--- src/sv/tcpq_pkg.sv ---
// ----------------------------------------------------------------------------
// Two-class priority queue package
// Field widths, command and status codes, and the cell control types.
// ----------------------------------------------------------------------------
package tcpq_pkg;

    localparam int KEY_W      = 16;
    localparam int PRIO_W     = 8;
    localparam int THR_W      = 8;
    localparam int OCC_W      = 5;
    localparam int CMD_W      = 2;
    localparam int STATUS_W   = 3;
    localparam int APB_DATA_W = 32;
    localparam int APB_ADDR_W = 3;

    localparam logic [THR_W-1:0] THRESHOLD_RESET = 8'd60;
    localparam logic             REG_THRESHOLD   = 1'b0;

    typedef enum logic [CMD_W-1:0] {
        CMD_INSERT = 2'd0,
        CMD_SERVE  = 2'd1,
        CMD_CANCEL = 2'd2
    } t_cmd;

    typedef enum logic [STATUS_W-1:0] {
        ST_OK        = 3'd0,
        ST_DUPLICATE = 3'd1,
        ST_FULL      = 3'd2,
        ST_EMPTY     = 3'd3,
        ST_NOT_FOUND = 3'd4
    } t_status;

    typedef struct packed {
        logic [KEY_W-1:0] key;
        logic             pref;
    } t_slot;

    // broadcast to every cell of the row
    typedef struct packed {
        logic             ins_pref;
        logic             ins_norm;
        logic             remove;
    } t_cell_ctl;

endpackage

--- src/sv/tcpq_cell.sv ---
// ----------------------------------------------------------------------------
// Two-class priority queue cell
// Holds one queue slot; compares its key and shifts to or from its neighbours.
// ----------------------------------------------------------------------------
module tcpq_cell #(
    parameter int IDX_W = 4,
    parameter int CNT_W = 5,
    parameter int IDX   = 0
) (
    input  logic                  i_clk,
    input  tcpq_pkg::t_cell_ctl   i_ctl,
    input  logic [tcpq_pkg::KEY_W-1:0] i_key,
    input  logic [CNT_W-1:0]      i_count,
    input  logic [IDX_W-1:0]      i_rm_pos,
    input  tcpq_pkg::t_slot       i_left,
    input  logic                  i_left_valid,
    input  tcpq_pkg::t_slot       i_right,
    output tcpq_pkg::t_slot       o_slot,
    output logic                  o_valid,
    output logic                  o_match
);
    import tcpq_pkg::*;

    t_slot r_slot;
    t_slot n_slot;
    logic  w_valid;
    logic  w_before;
    logic  w_at_or_after_rm;

    assign w_valid          = CNT_W'(IDX) < i_count;
    assign o_match          = w_valid && (r_slot.key == i_key);
    // preferred entries stay put on a preferred insert
    assign w_before         = w_valid && r_slot.pref;
    assign w_at_or_after_rm = IDX_W'(IDX) >= i_rm_pos;

    always_comb begin
        n_slot = r_slot;
        priority if (i_ctl.remove) begin
            if (w_at_or_after_rm) begin
                n_slot = i_right;
            end
        end else if (i_ctl.ins_pref) begin
            if (!w_before) begin
                if (i_left_valid && i_left.pref) begin
                    n_slot = '{key: i_key, pref: 1'b1};
                end else begin
                    n_slot = i_left;
                end
            end
        end else if (i_ctl.ins_norm) begin
            if (!w_valid && i_left_valid) begin
                n_slot = '{key: i_key, pref: 1'b0};
            end
        end else begin
            n_slot = r_slot;
        end
    end

    always_ff @(posedge i_clk) begin
        r_slot <= n_slot;
    end

    assign o_slot  = r_slot;
    assign o_valid = w_valid;

endmodule

--- src/sv/two_class_priority_queue.sv ---
// ----------------------------------------------------------------------------
// Two-class priority queue
// Bounded id queue with a preferred and a normal section, serve and cancel.
// ----------------------------------------------------------------------------
// One command is taken per clock and its result appears in the output register
// on the next cycle; with the output not stalled the block sustains one command
// every cycle. Each command is finished in the cycle it is taken by the row of
// CAPACITY cells: all cells compare the id at once, and each cell keeps its slot or
// loads from its left or right neighbour or from the command to open or close a gap.
// Preferred entries (priority value at or above the threshold register) sit
// ahead of normal ones, and each section is first in, first out. The register
// pref_threshold lies at byte address 0 and resets to 60.
module two_class_priority_queue #(
    parameter int CAPACITY = 16
) (
    input  logic                              i_clk,
    input  logic                              i_rst_n,
    // command channel
    input  logic                              i_in_valid,
    output logic                              o_in_stall,
    input  logic [tcpq_pkg::CMD_W-1:0]        i_cmd,
    input  logic [tcpq_pkg::KEY_W-1:0]        i_entry_key,
    input  logic [tcpq_pkg::PRIO_W-1:0]       i_prio_value,
    // result channel
    output logic                              o_out_valid,
    input  logic                              i_out_stall,
    output logic [tcpq_pkg::STATUS_W-1:0]     o_status,
    output logic [tcpq_pkg::KEY_W-1:0]        o_served_key,
    output logic [tcpq_pkg::OCC_W-1:0]        o_occupancy,
    // configuration
    input  logic                              psel,
    input  logic                              penable,
    input  logic                              pwrite,
    input  logic [tcpq_pkg::APB_ADDR_W-1:0]   paddr,
    input  logic [tcpq_pkg::APB_DATA_W-1:0]   pwdata,
    output logic [tcpq_pkg::APB_DATA_W-1:0]   prdata,
    output logic                              pready
);
    import tcpq_pkg::*;

    localparam int IDX_W = $clog2(CAPACITY);
    localparam int CNT_W = $clog2(CAPACITY + 1);

    logic [CNT_W-1:0]    r_count;
    logic [CNT_W-1:0]    n_count;
    logic [CNT_W-1:0]    r_pref_count;
    logic [CNT_W-1:0]    n_pref_count;
    logic [THR_W-1:0]    r_threshold;
    logic                r_out_valid;
    logic [STATUS_W-1:0] r_status;
    logic [KEY_W-1:0]    r_served;
    logic [OCC_W-1:0]    r_occupancy;

    t_status             w_status;
    logic [KEY_W-1:0]    w_served;
    t_cell_ctl           w_cmd_ctl;
    t_cell_ctl           w_ctl;
    logic [IDX_W-1:0]    w_rm_pos;
    logic [IDX_W-1:0]    w_hit_pos;
    logic                w_hit_pref;
    logic                w_any_match;
    logic                w_accept;
    logic                w_cfg_write;

    t_slot               w_slot  [CAPACITY];
    logic [CAPACITY-1:0] w_valid;
    logic [CAPACITY-1:0] w_match;

    assign o_in_stall  = r_out_valid && i_out_stall;
    assign w_accept    = i_in_valid && !o_in_stall;
    assign w_cfg_write = psel && penable && pwrite && pready;
    assign w_ctl       = w_accept ? w_cmd_ctl : '0;

    // ---- cell row ----
    for (genvar gi = 0; gi < CAPACITY; gi++) begin : g_cell
        t_slot w_left;
        t_slot w_right;
        logic  w_left_valid;

        if (gi == 0) begin : g_head
            // the head sees a preferred neighbour so a preferred insert lands here unless the head is preferred
            assign w_left       = '{key: '0, pref: 1'b1};
            assign w_left_valid = 1'b1;
        end else begin : g_body
            assign w_left       = w_slot[gi-1];
            assign w_left_valid = w_valid[gi-1];
        end

        if (gi == CAPACITY - 1) begin : g_tail
            assign w_right = w_slot[gi];
        end else begin : g_inner
            assign w_right = w_slot[gi+1];
        end

        tcpq_cell #(
            .IDX_W (IDX_W),
            .CNT_W (CNT_W),
            .IDX   (gi)
        ) u_cell (
            .i_clk        (i_clk),
            .i_ctl        (w_ctl),
            .i_key        (i_entry_key),
            .i_count      (r_count),
            .i_rm_pos     (w_rm_pos),
            .i_left       (w_left),
            .i_left_valid (w_left_valid),
            .i_right      (w_right),
            .o_slot       (w_slot[gi]),
            .o_valid      (w_valid[gi]),
            .o_match      (w_match[gi])
        );
    end

    // ids are unique in the queue, so at most one cell matches
    always_comb begin
        w_hit_pos  = '0;
        w_hit_pref = 1'b0;
        for (int i = 0; i < CAPACITY; i++) begin
            if (w_match[i]) begin
                w_hit_pos  = w_hit_pos | IDX_W'(i);
                w_hit_pref = w_hit_pref | w_slot[i].pref;
            end
        end
    end

    assign w_any_match = |w_match;

    // ---- command decode ----
    always_comb begin
        w_status     = ST_OK;
        w_served     = '0;
        w_cmd_ctl    = '{ins_pref: 1'b0, ins_norm: 1'b0, remove: 1'b0};
        w_rm_pos     = w_hit_pos;
        n_count      = r_count;
        n_pref_count = r_pref_count;
        unique case (i_cmd)
            CMD_INSERT: begin
                if (w_any_match) begin
                    w_status = ST_DUPLICATE;
                end else if (r_count == CNT_W'(CAPACITY)) begin
                    w_status = ST_FULL;
                end else if (i_prio_value >= r_threshold) begin
                    w_cmd_ctl.ins_pref = 1'b1;
                    n_count            = r_count + CNT_W'(1);
                    n_pref_count       = r_pref_count + CNT_W'(1);
                end else begin
                    w_cmd_ctl.ins_norm = 1'b1;
                    n_count            = r_count + CNT_W'(1);
                end
            end
            CMD_SERVE: begin
                w_rm_pos = '0;
                if (r_count == '0) begin
                    w_status = ST_EMPTY;
                end else begin
                    w_cmd_ctl.remove = 1'b1;
                    w_served         = w_slot[0].key;
                    n_count          = r_count - CNT_W'(1);
                    if (w_slot[0].pref) begin
                        n_pref_count = r_pref_count - CNT_W'(1);
                    end
                end
            end
            CMD_CANCEL: begin
                if (!w_any_match) begin
                    w_status = ST_NOT_FOUND;
                end else begin
                    w_cmd_ctl.remove = 1'b1;
                    n_count          = r_count - CNT_W'(1);
                    if (w_hit_pref) begin
                        n_pref_count = r_pref_count - CNT_W'(1);
                    end
                end
            end
            default: begin
                // unused code: no change
            end
        endcase
    end

    // ---- control state ----
    always_ff @(posedge i_clk) begin
        if (!i_rst_n) begin
            r_count      <= '0;
            r_pref_count <= '0;
            r_out_valid  <= 1'b0;
            r_threshold  <= THRESHOLD_RESET;
        end else begin
            if (w_accept) begin
                r_count      <= n_count;
                r_pref_count <= n_pref_count;
                r_out_valid  <= 1'b1;
            end else if (!i_out_stall) begin
                r_out_valid  <= 1'b0;
            end
            if (w_cfg_write && (paddr[2] == REG_THRESHOLD)) begin
                r_threshold <= pwdata[THR_W-1:0];
            end
        end
    end

    // ---- result register ----
    always_ff @(posedge i_clk) begin
        if (w_accept) begin
            r_status    <= w_status;
            r_served    <= w_served;
            r_occupancy <= OCC_W'(n_count);
        end
    end

    assign o_out_valid  = r_out_valid;
    assign o_status     = r_status;
    assign o_served_key = r_served;
    assign o_occupancy  = r_occupancy;

    assign pready = 1'b1;
    assign prdata = (paddr[2] == REG_THRESHOLD)
                  ? {{(APB_DATA_W-THR_W){1'b0}}, r_threshold} : '0;

endmodule

--- config.mk ---
export PLATFORM = sky130hd
export DESIGN_NAME = two_class_priority_queue
export DESIGN_NICKNAME = d
export VERILOG_FILES = /design/src/sv/tcpq_pkg.sv /design/src/sv/tcpq_cell.sv /design/src/sv/two_class_priority_queue.sv
export SDC_FILE = /design/constraint.sdc
export NUM_CORES = 1
export LEC_CHECK = 0
export BUFFER_PORTS_ARGS = -buffer_cell sky130_fd_sc_hd__buf_4
export CAP_MARGIN = 20
export CORE_MARGIN = 2
export CORE_UTILIZATION = 54
export CTS_CLUSTER_SIZE = 8
export DETAILED_ROUTE_END_ITERATION = 10
export PLACE_DENSITY = 0.72
export SETUP_SLACK_MARGIN = 0.15
export SLEW_MARGIN = 20
export SYNTH_ARGS = -nofsm -noshare
export SYNTH_HDL_FRONTEND = slang
export SYNTH_HIERARCHICAL = 1
export SYNTH_SLANG_ARGS = --single-unit
--- constraint.sdc ---
create_clock -name i_clk -period 9.9 [get_ports i_clk]
set_input_delay 0.495 -clock i_clk [delete_from_list [all_inputs] [get_ports i_clk]]
set_output_delay 0.495 -clock i_clk [all_outputs]
set_load 0.05 [all_outputs]
Word-level counts from Yosys, hierarchy flattened
Cells that the tools add are included.
W data, S select, Z words.
- logic and storage cells: 379
- flip-flop bits (word level): 310
- input port bits: 68
- output and inout port bits: 59
- $add $sub $neg: 2
- reduce and logical (&&, ||, !) cells: 105
- mux-type cells: 147
- order comparisons: 32
- bitwise gates (word level): 3
- equality and inequality tests: 52
- operators by type and width (kind ; number):
    $mux W17 ; 109
    $eq A16 B16 Y1 ; 16
    $reduce_and A4 Y1 ; 16
    $logic_and A1 B1 Y1 ; 52
    $ne A3 B3 Y1 const B ; 15
    $reduce_bool A3 Y1 ; 15
    $lt A4 B5 Y1 const A ; 8
    $mux W4 ; 9
    $ne A2 B1 Y1 const B ; 15
    $ge A4 B4 Y1 const A ; 7
    $lt A3 B5 Y1 const A ; 4
    $mux W5 ; 4
    $mux W3 ; 6
    $ge A3 B4 Y1 const A ; 4
    $logic_not A1 Y1 ; 16
    $mux W2 ; 8
    $reduce_or A16 Y1 ; 1
    $pmux W5 S3 ; 1
    $lt A1 B5 Y1 const A ; 2
    $lt A2 B5 Y1 const A ; 2
    $pmux W3 S3 ; 1
    $ge A1 B4 Y1 const A ; 2
    $ge A2 B4 Y1 const A ; 2
    $ge A8 B8 Y1 ; 1
    15 further kinds ; 25

Logic depth before layout (Yosys ltp)
- depth after elaboration: 21
- gate-level depth with buffers: 14
- gate-level depth less buffers: 12

Modules after synthesis
The synthesis kept the hierarchy.
- modules (own cells, without submodules) (module ; instances ; cells each ; area an instance (µm²)):
    two_class_priority_queue ; 1 ; 257 ; 2352.3
    tcpq_cell at g_cell[0].u_cell ... ; 2 ; 105 ; 1104.8
    tcpq_cell at g_cell[2].u_cell ... ; 2 ; 105 ; 1103.6
    tcpq_cell at g_cell[6].u_cell ... ; 2 ; 105 ; 1102.3
    tcpq_cell at g_cell[1].u_cell ; 1 ; 103 ; 1113.6
    tcpq_cell at g_cell[12].u_cell ; 1 ; 104 ; 1109.8
    tcpq_cell at g_cell[5].u_cell ; 1 ; 103 ; 1108.6
    tcpq_cell at g_cell[4].u_cell ; 1 ; 105 ; 1106.1
    tcpq_cell at g_cell[14].u_cell ; 1 ; 105 ; 1098.6
    tcpq_cell at g_cell[3].u_cell ; 1 ; 103 ; 1096.1
    tcpq_cell at g_cell[13].u_cell ; 1 ; 104 ; 1094.8
    tcpq_cell at g_cell[11].u_cell ; 1 ; 102 ; 1093.5
    tcpq_cell at g_cell[7].u_cell ; 1 ; 103 ; 1092.3
    tcpq_cell at g_cell[15].u_cell ; 1 ; 102 ; 1089.8

Worst setup path before layout
No wires, ideal clock.
- kind: register to register
- from: register r_count[4]
- to: register g_cell[14].u_cell.r_slot (netlist bit g_cell[14].u_cell/o_slot[0]) (enable)
- stages on the path, launching flop included: 10
- setup time: 0.415 ns
- clock period less this slack: 5.962 ns
- buffers on the path: 1
- path slack: 3.938 ns
- arrival: 5.547 ns
- data required time: 9.485 ns
- cells stage by stage: dfxtp_1 -> a211oi_1 -> nor3_1 -> nor4_1 -> nand4_1 -> or2_1 -> clkbuf_2 -> nor3_1 -> o21ai_0 -> o21ai_0
- RTL lines (element ; RTL line ; RTL):
    start, declared ; two_class_priority_queue.sv:44 ; logic [CNT_W-1:0] r_count;
    start signal, assigned ; two_class_priority_queue.sv:190 ; r_count <= n_count;
    end signal, assigned ; tcpq_cell.sv:60 ; r_slot <= n_slot;
    end, declared ; tcpq_cell.sv:24 ; t_slot r_slot;

==> summary.txt <==
Status: complete, no violations
Flop-to-flop setup slack: 4.47 ns
Grt ovf: 0
CTS tree: yes
Core area: 0.03652 sq mm
Dpl hpwl: 33,700 um
RR Startpoint: r_count[2]
Initial antenna violation count: 0
Number of global-route vias before repair: 14,010
P per Cell Area: 153.2 mW/mm^2
ANT nets after route: 0
Worst Setup End Kind: register
Final Hold Fails: 0
Share of post-route cells with drive strength above 1: 0.09612
CTS resizes: 0
Worst-path clk slew: 0.05 ns
DRC: 0
Max Cap Violations: 0
Slew Viols, Final: 0
Crit start category: register
Fin nets: 2,052
Placer Congestion: 0.8669
Die width: 196.3 um
Cell count after synthesis: 1,920
WL per Instance: 20.48 um
Fin cells: 2,455
Clock power share: 0.402
Row cnt: 70
Via density per instance: 5.982
Count of endpoints failing setup in the final report: 0
Combinational Power Share: 0.130
# diodes: 0
R2R depth: 10
Clock Skew: 0.03185 ns
Global-route wire length before repair: 79,610 um
Die height: 196.3 um
Min Tclk post-route: 5.434 ns
Final period util: 0.5489
Syn-to-layout area delta: 9.242%
CP arrival: 5.62 ns
Depth of the CTS H-tree: 2
Critical path fanouts, max: 92
Synth warnings: 6
Worst skew pair latency: 0.55 ns
First-pass iteration count of the detailed router: 6
Initial core utilization: 0.5468
Sequential share of power: 0.468
CP Class: reg -> reg
Total Routing Usage GR: 0.2612
Internal: 2.479 mW
Worst slew pin tran: 1.122 ns
Clk buf depth: 3
Num CTS Buffers: 44
Avg Inst Size Synth: 10.40 sq um
Initial DRC count: 1,814
Placed Cells: 2,392
Worst hold start: i_in_valid
Setup TNS: 0 ns
Cts hold-fix bufs: 0
Via total after detailed routing: 14,690
Clock tree sinks: 310
RSZ-0062 raised after global routing: false
Pin count of the biggest net entering global routing: 282
WP data required: 10.08 ns
Leakage Power: 6.893 nW
Post-Syn Area: 0.01997 sq mm
Setup bufs post-CTS: 0
Net Sw Power: 0.8635 mW
VDD IR max: 107.8 uV
Worst Hold Class: in -> reg
Clock root cell: clkbuf_16
Max Fclk: 184.0 MHz
Crit Reg-Reg Endpoint: g_cell[15].u_cell/o_slot[9]
Sw Ratio: 0.2584
I/O Pins: 127
Die area: 0.03853 sq mm
Number of port buffers: 75
Hold depth: 2
Hold EP: o_out_valid
DRT Wirelength: 50,280 um
Slew headroom: 0.2477
==> power by group through the flow <==
stage | logic (mW) | clock network [mW] | registers [mW]
after floorplan | 0.287 | 0 | 1.59
after global placement | 0.411 | 0 | 1.58
after detailed placement | 0.424 | 0 | 1.59
after CTS | 0.427 | 1.37 | 1.56
after global routing | 0.471 | 1.42 | 1.57
final | 0.435 | 1.34 | 1.56
==> worst max-delay path by stage <==
stage                    startpoint                           end  slack, ns
CTS                      r_count[2]   g_cell[15].u_cell/o_slot[9]       4.64
global placement    i_entry_key[10]   g_cell[9].u_cell/o_slot[11]       4.65
global route             r_count[2]  g_cell[14].u_cell/o_slot[13]       4.10
finish                   r_count[2]   g_cell[15].u_cell/o_slot[9]       4.47
floorplan                r_count[1]   g_cell[14].u_cell/o_slot[0]       3.94
detailed placement  i_entry_key[11]    g_cell[5].u_cell/o_slot[1]       4.44
==> through the flow <==
stage	worst slack, ns	hold WS, ns	power (mW)	area [sq um]	util
3_3_place_gp	4.652	0.4559	1.995	20500	0.5614
3_5_place_dp	4.445	0.4664	2.011	20530	0.5621
2_1_floorplan	3.939	0.4434	1.880	20130	-
4_1_cts	4.635	0.1628	3.357	21720	0.5948
6_report	4.466	0.1846	3.342	21810	0.5973
5_1_grt	4.098	0.1820	3.455	21810	0.5973
==> sequential cells by signal (all words and copies together), names as in the netlist <==
signal,flops
o_status,3
r_threshold,8
r_count,5
g_cell.u_cell/o_slot,272
o_out_valid,1
o_occupancy,5
o_served_key,16
==> cells in the final DEF (no fill, tap or decap), types with 17 or more instances in the layout <==
cell / instances
nor2_1: 32
buf_4: 90
mux2i_1: 257
xnor2_1: 81
inv_1: 29
clkbuf_16: 45
xor2_1: 177
edfxtp_1: 296
and2_1: 17
o21ai_1: 155
o21ai_0: 142
nand2_1: 336
a21oi_1: 23
conb_1: 45
nor4_1: 38
nand4_1: 33
clkbuf_1: 17
==> metal layers <==
metal,vias up,global-route usage,share of wire
li1,6942,-,-
met1,6982,0.3885,0.45
met2,659,0.3918,0.44
met3,103,0.03696,0.078
met4,0,0.08866,0.030
met5,-,0,0
==> worst max-delay path, cell delays in order (launching register included) <==
cell	delay, ns
dfxtp_1	0.98
o21ai_0	0.27
nand2_1	0.29
nand2_1	0.11
nor4_2	0.42
nor4_1	0.17
nand4_1	0.49
a21o_2	0.24
and3_4	0.82
buf_4	0.71
or2_2	0.52
==> area by class of cell <==
class	instances	area, sq um
well taps	468	585.6
inverters	29	108.9
flip-flops and latches	310	9169
clock inverters	1	3.754
repair buffers	92	706.9
multi-input cells	1493	10050
clock buffers	62	1190
fillers	3078	14710
No activity file was read; power rests on OpenSTA's default activity.
